**config.mk**
```make
export PLATFORM = sky130hd
export DESIGN_NAME = rpwc_ctrl
export DESIGN_NICKNAME = d
export VERILOG_FILES = /design/src/sv/rssi_pulse_width_capture_core_assert.svh /design/src/sv/rpwc_pkg.sv /design/src/sv/rpwc_ctrl.sv
export SDC_FILE = /design/constraint.sdc
export NUM_CORES = 2
export LEC_CHECK = 0
export BUFFER_PORTS_ARGS = -buffer_cell sky130_fd_sc_hd__buf_4
export CORE_AREA = 10 10 402 404
export CTS_BUF_LIST = sky130_fd_sc_hd__clkbuf_16
export DETAILED_ROUTE_END_ITERATION = 8
export DIE_AREA = 0 0 412 414
export PLACE_DENSITY = 0.8
export SYNTH_ARGS = -nofsm -noshare
export SYNTH_HDL_FRONTEND = slang
export SYNTH_SLANG_ARGS = --single-unit
```
**constraint.sdc**
```tcl
create_clock -name clk -period 19.5 [get_ports clk]
set_input_delay 1.95 -clock clk [delete_from_list [all_inputs] [get_ports clk]]
set_output_delay 1.95 -clock clk [all_outputs]
set_load 0.05 [all_outputs]
```
**src/sv/rssi_pulse_width_capture_core_assert.svh**
```systemverilog
// ----------------------------------------------------------------------------
// Assertion macros for the radio burst capture engine
// Implication checks on the rising clock edge, disabled during reset.
// ----------------------------------------------------------------------------
`ifndef RSSI_PULSE_WIDTH_CAPTURE_CORE_ASSERT_SVH
`define RSSI_PULSE_WIDTH_CAPTURE_CORE_ASSERT_SVH
`ifndef SYNTHESIS
`define RPWC_ASSERT_IMP(lbl, ante, cons) \
	lbl: assert property (@(posedge clk) disable iff (!arst_n) (ante) |-> (cons)) \
		else $error("rpwc check failed");
`define RPWC_ASSERT_NXT(lbl, ante, cons) \
	lbl: assert property (@(posedge clk) disable iff (!arst_n) (ante) |=> (cons)) \
		else $error("rpwc check failed");
`else
`define RPWC_ASSERT_IMP(lbl, ante, cons)
`define RPWC_ASSERT_NXT(lbl, ante, cons)
`endif
`endif

```
**src/sv/rpwc_pkg.sv**
```systemverilog
// ----------------------------------------------------------------------------
// rpwc_pkg
// Types, codes and constants shared by the capture engine modules.
// ----------------------------------------------------------------------------
package rpwc_pkg;

	localparam int RPWC_CAPACITY = 1024;

	typedef enum logic [2:0] {
		ST_IDLE    = 3'd0,
		ST_WAIT    = 3'd1,
		ST_CAPT    = 3'd2,
		ST_DONE    = 3'd3,
		ST_TIMEOUT = 3'd4,
		ST_LONG    = 3'd5,
		ST_CANCEL  = 3'd6,
		ST_FAIL    = 3'd7
	} capture_state_t;

	typedef enum logic [3:0] {
		FN_START  = 4'd0,
		FN_SAMPLE = 4'd1,
		FN_ARM    = 4'd2,
		FN_EDGE   = 4'd3,
		FN_XEND   = 4'd4,
		FN_CANCEL = 4'd5,
		FN_FAIL   = 4'd6,
		FN_READ   = 4'd7,
		FN_TICK   = 4'd8,
		FN_CLEAR  = 4'd9
	} func_t;

	typedef enum logic [2:0] {
		REG_THR     = 3'd0,
		REG_DEB     = 3'd1,
		REG_WAIT    = 3'd2,
		REG_LONG    = 3'd3,
		REG_GAP     = 3'd4,
		REG_MAXP    = 3'd5,
		REG_MINEDGE = 3'd6,
		REG_EDGE    = 3'd7
	} reg_idx_t;

	localparam logic signed [7:0] RSSI_MIN = -8'sd127;
	localparam logic signed [7:0] RSSI_MAX = 8'sd0;
	localparam logic signed [7:0] THR_MIN  = -8'sd110;
	localparam logic signed [7:0] THR_MAX  = -8'sd30;
	localparam logic signed [7:0] THR_RST  = -8'sd90;
	localparam logic [15:0] SAT16     = 16'hFFFF;
	localparam logic [9:0]  US_PER_MS = 10'd1000;
	localparam logic [31:0] CNT_MAX   = 32'hFFFF_FFFF;

	typedef struct packed {
		logic           rd;
		logic           accepted;
		capture_state_t state;
		logic [10:0]    count;
		logic           trunc;
		logic [31:0]    sample_total;
		logic [31:0]    invalid_total;
		logic [31:0]    short_total;
		logic [63:0]    signal_start;
		logic [63:0]    end_time;
		logic           first_level;
		logic [31:0]    error_code;
	} res_t;

	function automatic logic [31:0] sat_inc(input logic [31:0] v);
		return (v == CNT_MAX) ? v : v + 32'd1;
	endfunction

endpackage

```
**src/sv/rpwc_ctrl.sv**
```systemverilog
// ----------------------------------------------------------------------------
// rpwc_ctrl
// Configuration registers, capture state and per-item update logic.
// ----------------------------------------------------------------------------
module rpwc_ctrl import rpwc_pkg::*; #(
	parameter int PULSE_CAPACITY = RPWC_CAPACITY
) (
	input  logic                              clk,
	input  logic                              arst_n,
	input  logic                              cfg_wen,
	input  logic [2:0]                        cfg_index,
	input  logic [18:0]                       cfg_wdata,
	input  logic                              take,
	input  logic [3:0]                        func,
	input  logic [63:0]                       t,
	input  logic signed [7:0]                 rssi,
	input  logic                              new_level,
	input  logic [31:0]                       dur,
	input  logic                              clip,
	input  logic                              ovf,
	input  logic [31:0]                       ecode,
	input  logic [9:0]                        idx,
	output logic                              mem_we,
	output logic [$clog2(PULSE_CAPACITY)-1:0] mem_waddr,
	output logic [15:0]                       mem_wdata,
	output logic                              mem_re,
	output logic [$clog2(PULSE_CAPACITY)-1:0] mem_raddr,
	output res_t                              res
);

	localparam int AW = $clog2(PULSE_CAPACITY);
	localparam int CW = $clog2(PULSE_CAPACITY + 1);

	// configuration
	logic signed [7:0] r_thr_q;
	logic [9:0]  r_deb_q, r_minedge_q;
	logic [18:0] r_wait_q;
	logic [15:0] r_long_q, r_gap_q;
	logic [10:0] r_maxp_q;
	logic        r_edge_q;

	// working plan
	logic signed [7:0] p_thr_q, n_p_thr;
	logic [9:0]  p_deb_q, n_p_deb, p_minedge_q, n_p_minedge;
	logic [28:0] p_wait_us_q, n_p_wait_us;
	logic [25:0] p_long_us_q, n_p_long_us;
	logic [15:0] p_gap_q, n_p_gap;
	logic [10:0] p_maxp_q, n_p_maxp;
	logic        p_edge_q, n_p_edge;

	capture_state_t ph_q, n_ph;
	logic [63:0] start_q, n_start, sig_q, n_sig, end_q, n_end;
	logic [63:0] cand_since_q, n_cand_since, stab_since_q, n_stab_since;
	logic [63:0] last_q, n_last;
	logic [CW-1:0] cnt_q, n_cnt;
	logic cand_v_q, n_cand_v, cand_l_q, n_cand_l, stab_l_q, n_stab_l;
	logic edge_l_q, n_edge_l, edge_v_q, n_edge_v;
	logic trunc_q, n_trunc, first_q, n_first;
	logic [31:0] c0_q, n_c0, c1_q, n_c1, c2_q, n_c2, err_q, n_err;

	logic plan_ok;

	function automatic logic at_limit(input logic [CW-1:0] c, input logic [10:0] mp);
		return (32'(c) >= 32'(mp)) || (32'(c) >= 32'(PULSE_CAPACITY));
	endfunction

	always_ff @(posedge clk or negedge arst_n) begin
		if (!arst_n) begin
			r_thr_q     <= THR_RST;
			r_deb_q     <= 10'd100;
			r_wait_q    <= 19'd30000;
			r_long_q    <= 16'd10000;
			r_gap_q     <= 16'd20000;
			r_maxp_q    <= 11'd1024;
			r_minedge_q <= 10'd50;
			r_edge_q    <= 1'b0;
		end else if (cfg_wen) begin
			case (cfg_index)
				REG_THR:     r_thr_q     <= cfg_wdata[7:0];
				REG_DEB:     r_deb_q     <= cfg_wdata[9:0];
				REG_WAIT:    r_wait_q    <= cfg_wdata;
				REG_LONG:    r_long_q    <= cfg_wdata[15:0];
				REG_GAP:     r_gap_q     <= cfg_wdata[15:0];
				REG_MAXP:    r_maxp_q    <= cfg_wdata[10:0];
				REG_MINEDGE: r_minedge_q <= cfg_wdata[9:0];
				REG_EDGE:    r_edge_q    <= cfg_wdata[0];
				default:     r_edge_q    <= r_edge_q;
			endcase
		end
	end

	assign plan_ok = (r_thr_q >= THR_MIN) && (r_thr_q <= THR_MAX) &&
		(r_deb_q >= 10'd20) && (r_deb_q <= 10'd1000) &&
		(r_wait_q >= 19'd1000) && (r_wait_q <= 19'd300000) &&
		(r_long_q >= 16'd100) && (r_long_q <= 16'd60000) &&
		(r_gap_q >= 16'd5000) && (r_gap_q <= 16'd60000) &&
		(r_maxp_q >= 11'd2) && (32'(r_maxp_q) <= 32'(PULSE_CAPACITY)) &&
		(r_minedge_q >= 10'd1) && (r_minedge_q <= 10'd1000);

	always_comb begin
		logic        acc, lvl, do_svc, svc;
		logic [63:0] d;
		logic        csat;
		acc = 1'b0; do_svc = 1'b0; svc = 1'b0; lvl = 1'b0; d = '0; csat = 1'b0;
		n_p_thr = p_thr_q; n_p_deb = p_deb_q; n_p_minedge = p_minedge_q;
		n_p_wait_us = p_wait_us_q; n_p_long_us = p_long_us_q; n_p_gap = p_gap_q;
		n_p_maxp = p_maxp_q; n_p_edge = p_edge_q;
		n_ph = ph_q; n_start = start_q; n_sig = sig_q; n_end = end_q;
		n_cand_since = cand_since_q; n_stab_since = stab_since_q; n_last = last_q;
		n_cnt = cnt_q; n_cand_v = cand_v_q; n_cand_l = cand_l_q; n_stab_l = stab_l_q;
		n_edge_l = edge_l_q; n_edge_v = edge_v_q; n_trunc = trunc_q; n_first = first_q;
		n_c0 = c0_q; n_c1 = c1_q; n_c2 = c2_q; n_err = err_q;
		mem_we = 1'b0; mem_waddr = cnt_q[AW-1:0]; mem_wdata = '0;
		mem_re = 1'b0; mem_raddr = AW'(idx);
		if (take) begin
			case (func)
				FN_START: begin
					if (ph_q == ST_IDLE && t != '0 && plan_ok) begin
						n_p_thr = r_thr_q; n_p_deb = r_deb_q; n_p_minedge = r_minedge_q;
						n_p_wait_us = 29'(r_wait_q * US_PER_MS);
						n_p_long_us = 26'(r_long_q * US_PER_MS);
						n_p_gap = r_gap_q; n_p_maxp = r_maxp_q; n_p_edge = r_edge_q;
						n_c0 = '0; n_c1 = '0; n_c2 = '0;
						n_trunc = 1'b0; n_first = 1'b0; n_err = '0;
						n_sig = '0; n_end = '0; n_ph = ST_WAIT; n_start = t; n_cnt = '0;
						n_cand_v = 1'b0; n_cand_since = '0; n_stab_since = '0; n_last = '0;
						n_edge_l = 1'b0; n_edge_v = 1'b0;
						acc = 1'b1;
					end
				end
				FN_SAMPLE: begin
					if (ph_q == ST_WAIT || ph_q == ST_CAPT) begin
						n_c0 = sat_inc(c0_q);
						if (t == '0 || t < start_q || t < last_q ||
							rssi < RSSI_MIN || rssi > RSSI_MAX) begin
							n_c1 = sat_inc(c1_q);
						end else begin
							n_last = t;
							lvl = rssi > p_thr_q;
							do_svc = 1'b1;
							if (!cand_v_q || lvl != cand_l_q) begin
								if (cand_v_q && (t - cand_since_q) < 64'(p_deb_q)) begin
									n_c2 = sat_inc(c2_q);
								end
								n_cand_v = 1'b1; n_cand_l = lvl; n_cand_since = t;
							end else if ((t - cand_since_q) >= 64'(p_deb_q) &&
								(ph_q == ST_WAIT || cand_l_q != stab_l_q)) begin
								if (ph_q == ST_WAIT) begin
									if (cand_l_q) begin
										n_ph = ST_CAPT; n_sig = cand_since_q; n_first = 1'b1;
										n_stab_l = 1'b1; n_stab_since = cand_since_q;
										acc = 1'b1;
									end
								end else if (t >= stab_since_q) begin
									if (p_edge_q) begin
										n_stab_l = cand_l_q; n_stab_since = cand_since_q;
										acc = 1'b1;
									end else begin
										d = cand_since_q - stab_since_q;
										if (d != '0) begin
											if (at_limit(cnt_q, p_maxp_q)) begin
												if (cand_since_q >= sig_q) begin
													n_ph = ST_DONE; n_end = cand_since_q;
													n_trunc = 1'b1; acc = 1'b1;
												end
											end else begin
												csat = d > 64'(SAT16);
												if (csat) n_trunc = 1'b1;
												mem_we = 1'b1;
												mem_wdata = csat ? SAT16 : d[15:0];
												n_cnt = cnt_q + 1'b1;
												n_stab_l = cand_l_q; n_stab_since = cand_since_q;
												if (at_limit(cnt_q + 1'b1, p_maxp_q)) begin
													if (cand_since_q >= sig_q) begin
														n_ph = ST_DONE; n_end = cand_since_q;
														n_trunc = 1'b1; acc = 1'b1;
													end
												end else begin
													acc = 1'b1;
												end
											end
										end
									end
								end
							end
						end
					end
				end
				FN_ARM: begin
					if (p_edge_q && ph_q == ST_CAPT && t >= sig_q) begin
						if (!edge_v_q) n_first = new_level;
						n_edge_l = new_level; n_edge_v = 1'b1; acc = 1'b1;
					end
				end
				FN_EDGE: begin
					if (!p_edge_q || ph_q != ST_CAPT || !edge_v_q || t < sig_q || dur == '0) begin
						n_c1 = sat_inc(c1_q);
					end else if (new_level != edge_l_q) begin
						if (dur < 32'(p_minedge_q)) begin
							n_c2 = sat_inc(c2_q);
						end else if (at_limit(cnt_q, p_maxp_q)) begin
							n_ph = ST_DONE; n_end = t; n_trunc = 1'b1; acc = 1'b1;
						end else begin
							csat = clip || dur > 32'(SAT16);
							mem_we = 1'b1;
							mem_wdata = csat ? SAT16 : dur[15:0];
							if (csat) n_trunc = 1'b1;
							n_edge_l = new_level;
							n_cnt = cnt_q + 1'b1;
							if (at_limit(cnt_q + 1'b1, p_maxp_q)) begin
								n_ph = ST_DONE; n_end = t; n_trunc = 1'b1;
							end
							acc = 1'b1;
						end
					end
				end
				FN_XEND: begin
					if (p_edge_q && ph_q == ST_CAPT && t >= sig_q && ovf) begin
						n_ph = ST_DONE; n_end = t; n_trunc = 1'b1; acc = 1'b1;
					end
				end
				FN_CANCEL, FN_FAIL: begin
					if ((ph_q == ST_WAIT || ph_q == ST_CAPT) && t >= start_q) begin
						n_ph = (func == FN_CANCEL) ? ST_CANCEL : ST_FAIL;
						n_end = t;
						if (func == FN_FAIL) n_err = ecode;
						acc = 1'b1;
					end
				end
				FN_READ: begin
					if (32'(idx) < 32'(cnt_q)) begin
						mem_re = 1'b1; acc = 1'b1;
					end
				end
				FN_TICK: do_svc = 1'b1;
				FN_CLEAR: begin
					n_ph = ST_IDLE; n_start = '0; n_sig = '0; n_end = '0; n_cnt = '0;
					n_cand_v = 1'b0; n_cand_l = 1'b0; n_cand_since = '0;
					n_stab_l = 1'b0; n_stab_since = '0; n_last = '0;
					n_edge_l = 1'b0; n_edge_v = 1'b0;
					n_c0 = '0; n_c1 = '0; n_c2 = '0;
					n_trunc = 1'b0; n_first = 1'b0; n_err = '0;
					n_p_thr = '0; n_p_deb = '0; n_p_minedge = '0; n_p_wait_us = '0;
					n_p_long_us = '0; n_p_gap = '0; n_p_maxp = '0; n_p_edge = 1'b0;
					acc = 1'b1;
				end
				default: acc = 1'b0;
			endcase
			if (do_svc && t != '0 && t >= n_start) begin
				if (n_ph == ST_WAIT && (t - n_start) >= 64'(n_p_wait_us)) begin
					n_ph = ST_TIMEOUT; n_end = t; svc = 1'b1;
				end else if (n_ph == ST_CAPT && !n_stab_l &&
					(t - n_stab_since) >= 64'(n_p_gap)) begin
					if (n_p_edge && n_cnt == '0) begin
						n_ph = ST_TIMEOUT; n_end = t; svc = 1'b1;
					end else if (t >= n_sig) begin
						n_ph = ST_DONE; n_end = t; svc = 1'b1;
					end
				end else if (n_ph == ST_CAPT && (t - n_sig) >= 64'(n_p_long_us)) begin
					n_ph = ST_LONG; n_end = t; svc = 1'b1;
				end
			end
		end
		res.rd            = mem_re;
		res.accepted      = acc || svc;
		res.state         = n_ph;
		res.count         = 11'(n_cnt);
		res.trunc         = n_trunc;
		res.sample_total  = n_c0;
		res.invalid_total = n_c1;
		res.short_total   = n_c2;
		res.signal_start  = n_sig;
		res.end_time      = n_end;
		res.first_level   = n_first;
		res.error_code    = n_err;
	end

	always_ff @(posedge clk or negedge arst_n) begin
		if (!arst_n) begin
			p_thr_q <= '0; p_deb_q <= '0; p_minedge_q <= '0; p_wait_us_q <= '0;
			p_long_us_q <= '0; p_gap_q <= '0; p_maxp_q <= '0; p_edge_q <= 1'b0;
			ph_q <= ST_IDLE; start_q <= '0; sig_q <= '0; end_q <= '0;
			cand_since_q <= '0; stab_since_q <= '0; last_q <= '0; cnt_q <= '0;
			cand_v_q <= 1'b0; cand_l_q <= 1'b0; stab_l_q <= 1'b0;
			edge_l_q <= 1'b0; edge_v_q <= 1'b0; trunc_q <= 1'b0; first_q <= 1'b0;
			c0_q <= '0; c1_q <= '0; c2_q <= '0; err_q <= '0;
		end else if (take) begin
			p_thr_q <= n_p_thr; p_deb_q <= n_p_deb; p_minedge_q <= n_p_minedge;
			p_wait_us_q <= n_p_wait_us; p_long_us_q <= n_p_long_us; p_gap_q <= n_p_gap;
			p_maxp_q <= n_p_maxp; p_edge_q <= n_p_edge;
			ph_q <= n_ph; start_q <= n_start; sig_q <= n_sig; end_q <= n_end;
			cand_since_q <= n_cand_since; stab_since_q <= n_stab_since; last_q <= n_last;
			cnt_q <= n_cnt; cand_v_q <= n_cand_v; cand_l_q <= n_cand_l; stab_l_q <= n_stab_l;
			edge_l_q <= n_edge_l; edge_v_q <= n_edge_v; trunc_q <= n_trunc;
			first_q <= n_first; c0_q <= n_c0; c1_q <= n_c1; c2_q <= n_c2; err_q <= n_err;
		end
	end

endmodule

```
==> flow_summary.ini <==
[hold_path]
holdCritStartpoint = last_q[33]$_DFFE_PN0P_
hold_class = reg2reg
hold_depth = 2
min_to = last_q[33]$_DFFE_PN0P_

[route]
vias = 81226
drt_first_pass_iters = 9
drc_errors = 0
avgViaCountPerCell = 6.74
wl_per_cell_um = 29.3
antenna_left = 0
met2WireLength_mm = 148
drt_iter0_drc = 11275
top_layer = met5
wirelength_mm = 353
dr_wl_met3_mm = 40.9
wl_met1_mm = 141

[yosys]
yosysWarnings = 0
synth_xor_xnor_area_share_pct = 2.66
synth_edf_count = 0
synth_top_family_by_area = compound AO/OA/AOI/OAI gates
synth_seq_cells = 735
synth_mux_area_share_pct = 1.92
syn-instance-count = 9641
syn_nets = 10859
synth_area_mm2 = 0.0763
synth-simple-area-share_pct = 17.6
synth_compound_gate_area_share_pct = 29.4
synth.distinct_cells = 112
synth_fa_ha_area_share_pct = 18.3
synth_async_sr_flop_share_pct = 100
seq_area_frac_synth_pct = 24.2
synth_area_per_cell_um2 = 7.91
ys.flop_type = dfrtp_1

[floorplanning]
die-area_mm2 = 0.171
die_w_um = 412
row_count = 144
io_pins = 491
chipHeight_um = 414
coreArea_mm2 = 0.153
initial_core_util_pct = 49.8

[worst_setup_path]
arrival_ns = 16.69
rr_endpoint = end_q[44]$_DFFE_PN0P_
cp_common_cell = ha_1
cpMaxStageDelayCell = a221oi_1
cpPeakStageDelay_ns = 0.51
rrSetupSlack_ns = 3.80
critical_path_class = in2out
r2r_cells = 56
path_max_fanout = 36
cp-end-kind = output pin
required_ns = 17.55
r2r-start = cand_since_q[8]$_DFFE_PN0P_
crit_path_start_kind = input port

[global_routing]
grt_pass1_vias = 76785
grt_max_degree = 97
grt_usage_pct = 39.4
overflow = 0
grt_pass1_wl_mm = 512
antenna_found_initial = 32

[pwr]
vdd.ir_drop.worst_mv = 0.237
p_leak_nw = 38.6
p_per_area_mw_per_mm2 = 113

[timing]
fmax_mhz = 53.6
relSlewSlack_pct = 6.76
finalHoldViolations = 0
fin_tns_setup_ns = 0
rsz0062_at_grt = false
timing.hold.ws_ns = 0.481
drv_slew = 0
fin_crit_ns = 18.64
finalCritPeriodShare_pct = 95.6
worstMarginPinSlew_ns = 1.38
setup_viol = 0
fin_skew_ns = 0.0617

[final_layout]
multi_input_area_mm2 = 0.0535
area_delta_synth_final_pct = 12.1
fin_nets = 11129
seqCellArea_mm2 = 0.0184
final_common_cell = a21oi_1
layout_common_cells = a21oi_1, ha_1, o21ai_0, nand2_1, dfrtp_1
fin_util_pct = 55.8
fillers = 14166
drive_gt1_share_pct = 10.8

[clocking]
clock_path_buffers = 3
cts_sinks = 735
htree_num_levels = 3
path_clk_slew_ns = 0.06
cts_tree = built
clk_latency_ns = 0.76
cts-root-buf = clkbuf_16
postCtsHoldBufs = 0
cts_made_buffers = 92

[run]
cap_violations = 0

[place]
place.detailed.hpwl_mm = 279
gp_congestion = 1.04
portBuffers = 490

[run_status]
status = completed
## critical path: cells and delay by family
family,cells,cell delay (ns)
compound gates,27,6.19
xor+xnor,2,0.33
fa+ha+maj,6,1.59
simple gates,21,5.47
buf+inv,7,1.09
## timing repair
item                       in CTS  in global routing
gates resized for setup         0                  2
setup endpoints to repair       0                 61
setup buffers                   0                  2
## per-stage QoR
stage	cell area [um2]	worst slack, ns	std cells	power, mW
6_report	85500	0.856	12055	9.67
5_1_grt	85500	0.0292	12047	10.3
3_3_place_gp	82200	1.17	11859	7.49
3_5_place_dp	82200	0.813	11859	7.67
4_1_cts	85400	0.716	12031	9.58
2_1_floorplan	76300	2.86	9641	6.02
## layer usage
layer | vias to the layer above | track usage (%)
li1 | 36136 | -
met1 | 39377 | 52.1
met2 | 4787 | 58.3
met3 | 912 | 10.5
met4 | 14 | 21.0
met5 | - | 0
## worst max path at each step
stage / slack [ns] / endpoint / from / depth (start not counted)
2_1_floorplan: 2.86 / res[33] / t[0] / 63
3_3_place_gp: 1.17 / res[78] / t[0] / 63
3_5_place_dp: 0.81 / res[61] / t[0] / 63
4_1_cts: 0.72 / res[44] / t[0] / 63
5_1_grt: 0.03 / res[36] / t[0] / 63
6_report: 0.86 / res[78] / t[0] / 63
## power by group
group          switching, mW  internal [mW]  leakage [nW]
Clock                  0.816           1.07          1.58
Combinational           3.60           2.25          27.5
Sequential             0.210           1.73          9.59
Total                   4.62           5.05          38.6
## flip-flops by register name, summed over array words and instances, names as in the netlist, 26 cells and up
name          cells
p_long_us_q      26
end_q            64
c2_q             32
c0_q             32
cand_since_q     64
sig_q            64
stab_since_q     64
p_wait_us_q      29
err_q            32
c1_q             32
last_q           64
start_q          64
## cell usage after synthesis (27+ instances only)
cell / number / area, um2
a2111oi_0: 27 / 236
a211oi_1: 58 / 435
a21o_1: 346 / 2600
a21oi_1: 1116 / 5590
a22o_1: 179 / 1570
a22oi_1: 96 / 721
a31oi_1: 68 / 425
and2_1: 47 / 294
and3_1: 90 / 563
and4_1: 28 / 245
buf_1: 27 / 101
buf_2: 41 / 205
clkbuf_1: 418 / 1570
dfrtp_1: 707 / 17700
dfstp_2: 28 / 736
fa_1: 125 / 2500
ha_1: 914 / 11400
inv_1: 670 / 2510
mux2_2: 93 / 1050
mux2i_1: 42 / 420
nand2_1: 797 / 2990
nand2b_1: 102 / 638
nand3_1: 277 / 1390
nand4_1: 205 / 1280
nor2_1: 690 / 2590
nor2b_1: 79 / 494
nor3_1: 201 / 1010
nor4_1: 89 / 557
o2111ai_1: 29 / 254
o211ai_1: 59 / 443
o21a_1: 78 / 586
o21ai_0: 830 / 4150
o21bai_1: 80 / 601
o221ai_1: 122 / 1070
o22ai_1: 85 / 532
o31ai_1: 82 / 616
or3_1: 60 / 375
or4_1: 28 / 210
xnor2_1: 152 / 1330
xor2_1: 80 / 701
## cell families after synthesis
| logic type | Yosys count |
|---|---|
| compound gates | 3525 |
| simple gates | 2788 |
| buf+inv | 1184 |
| fa+ha+maj | 1042 |
| flops | 735 |
| xor+xnor | 232 |
| mux | 135 |
## cell type report
class,count,share of cell area (%)
multi-input combinational,7722,62.6
sequential,735,21.5
timing repair buffer,689,6.12
tap,2044,2.99
inverter,671,2.95
clock buffer,93,2.72
clock inverter,79,1.05
antenna,22,0.0644
(Power assumes the default switching activity.)
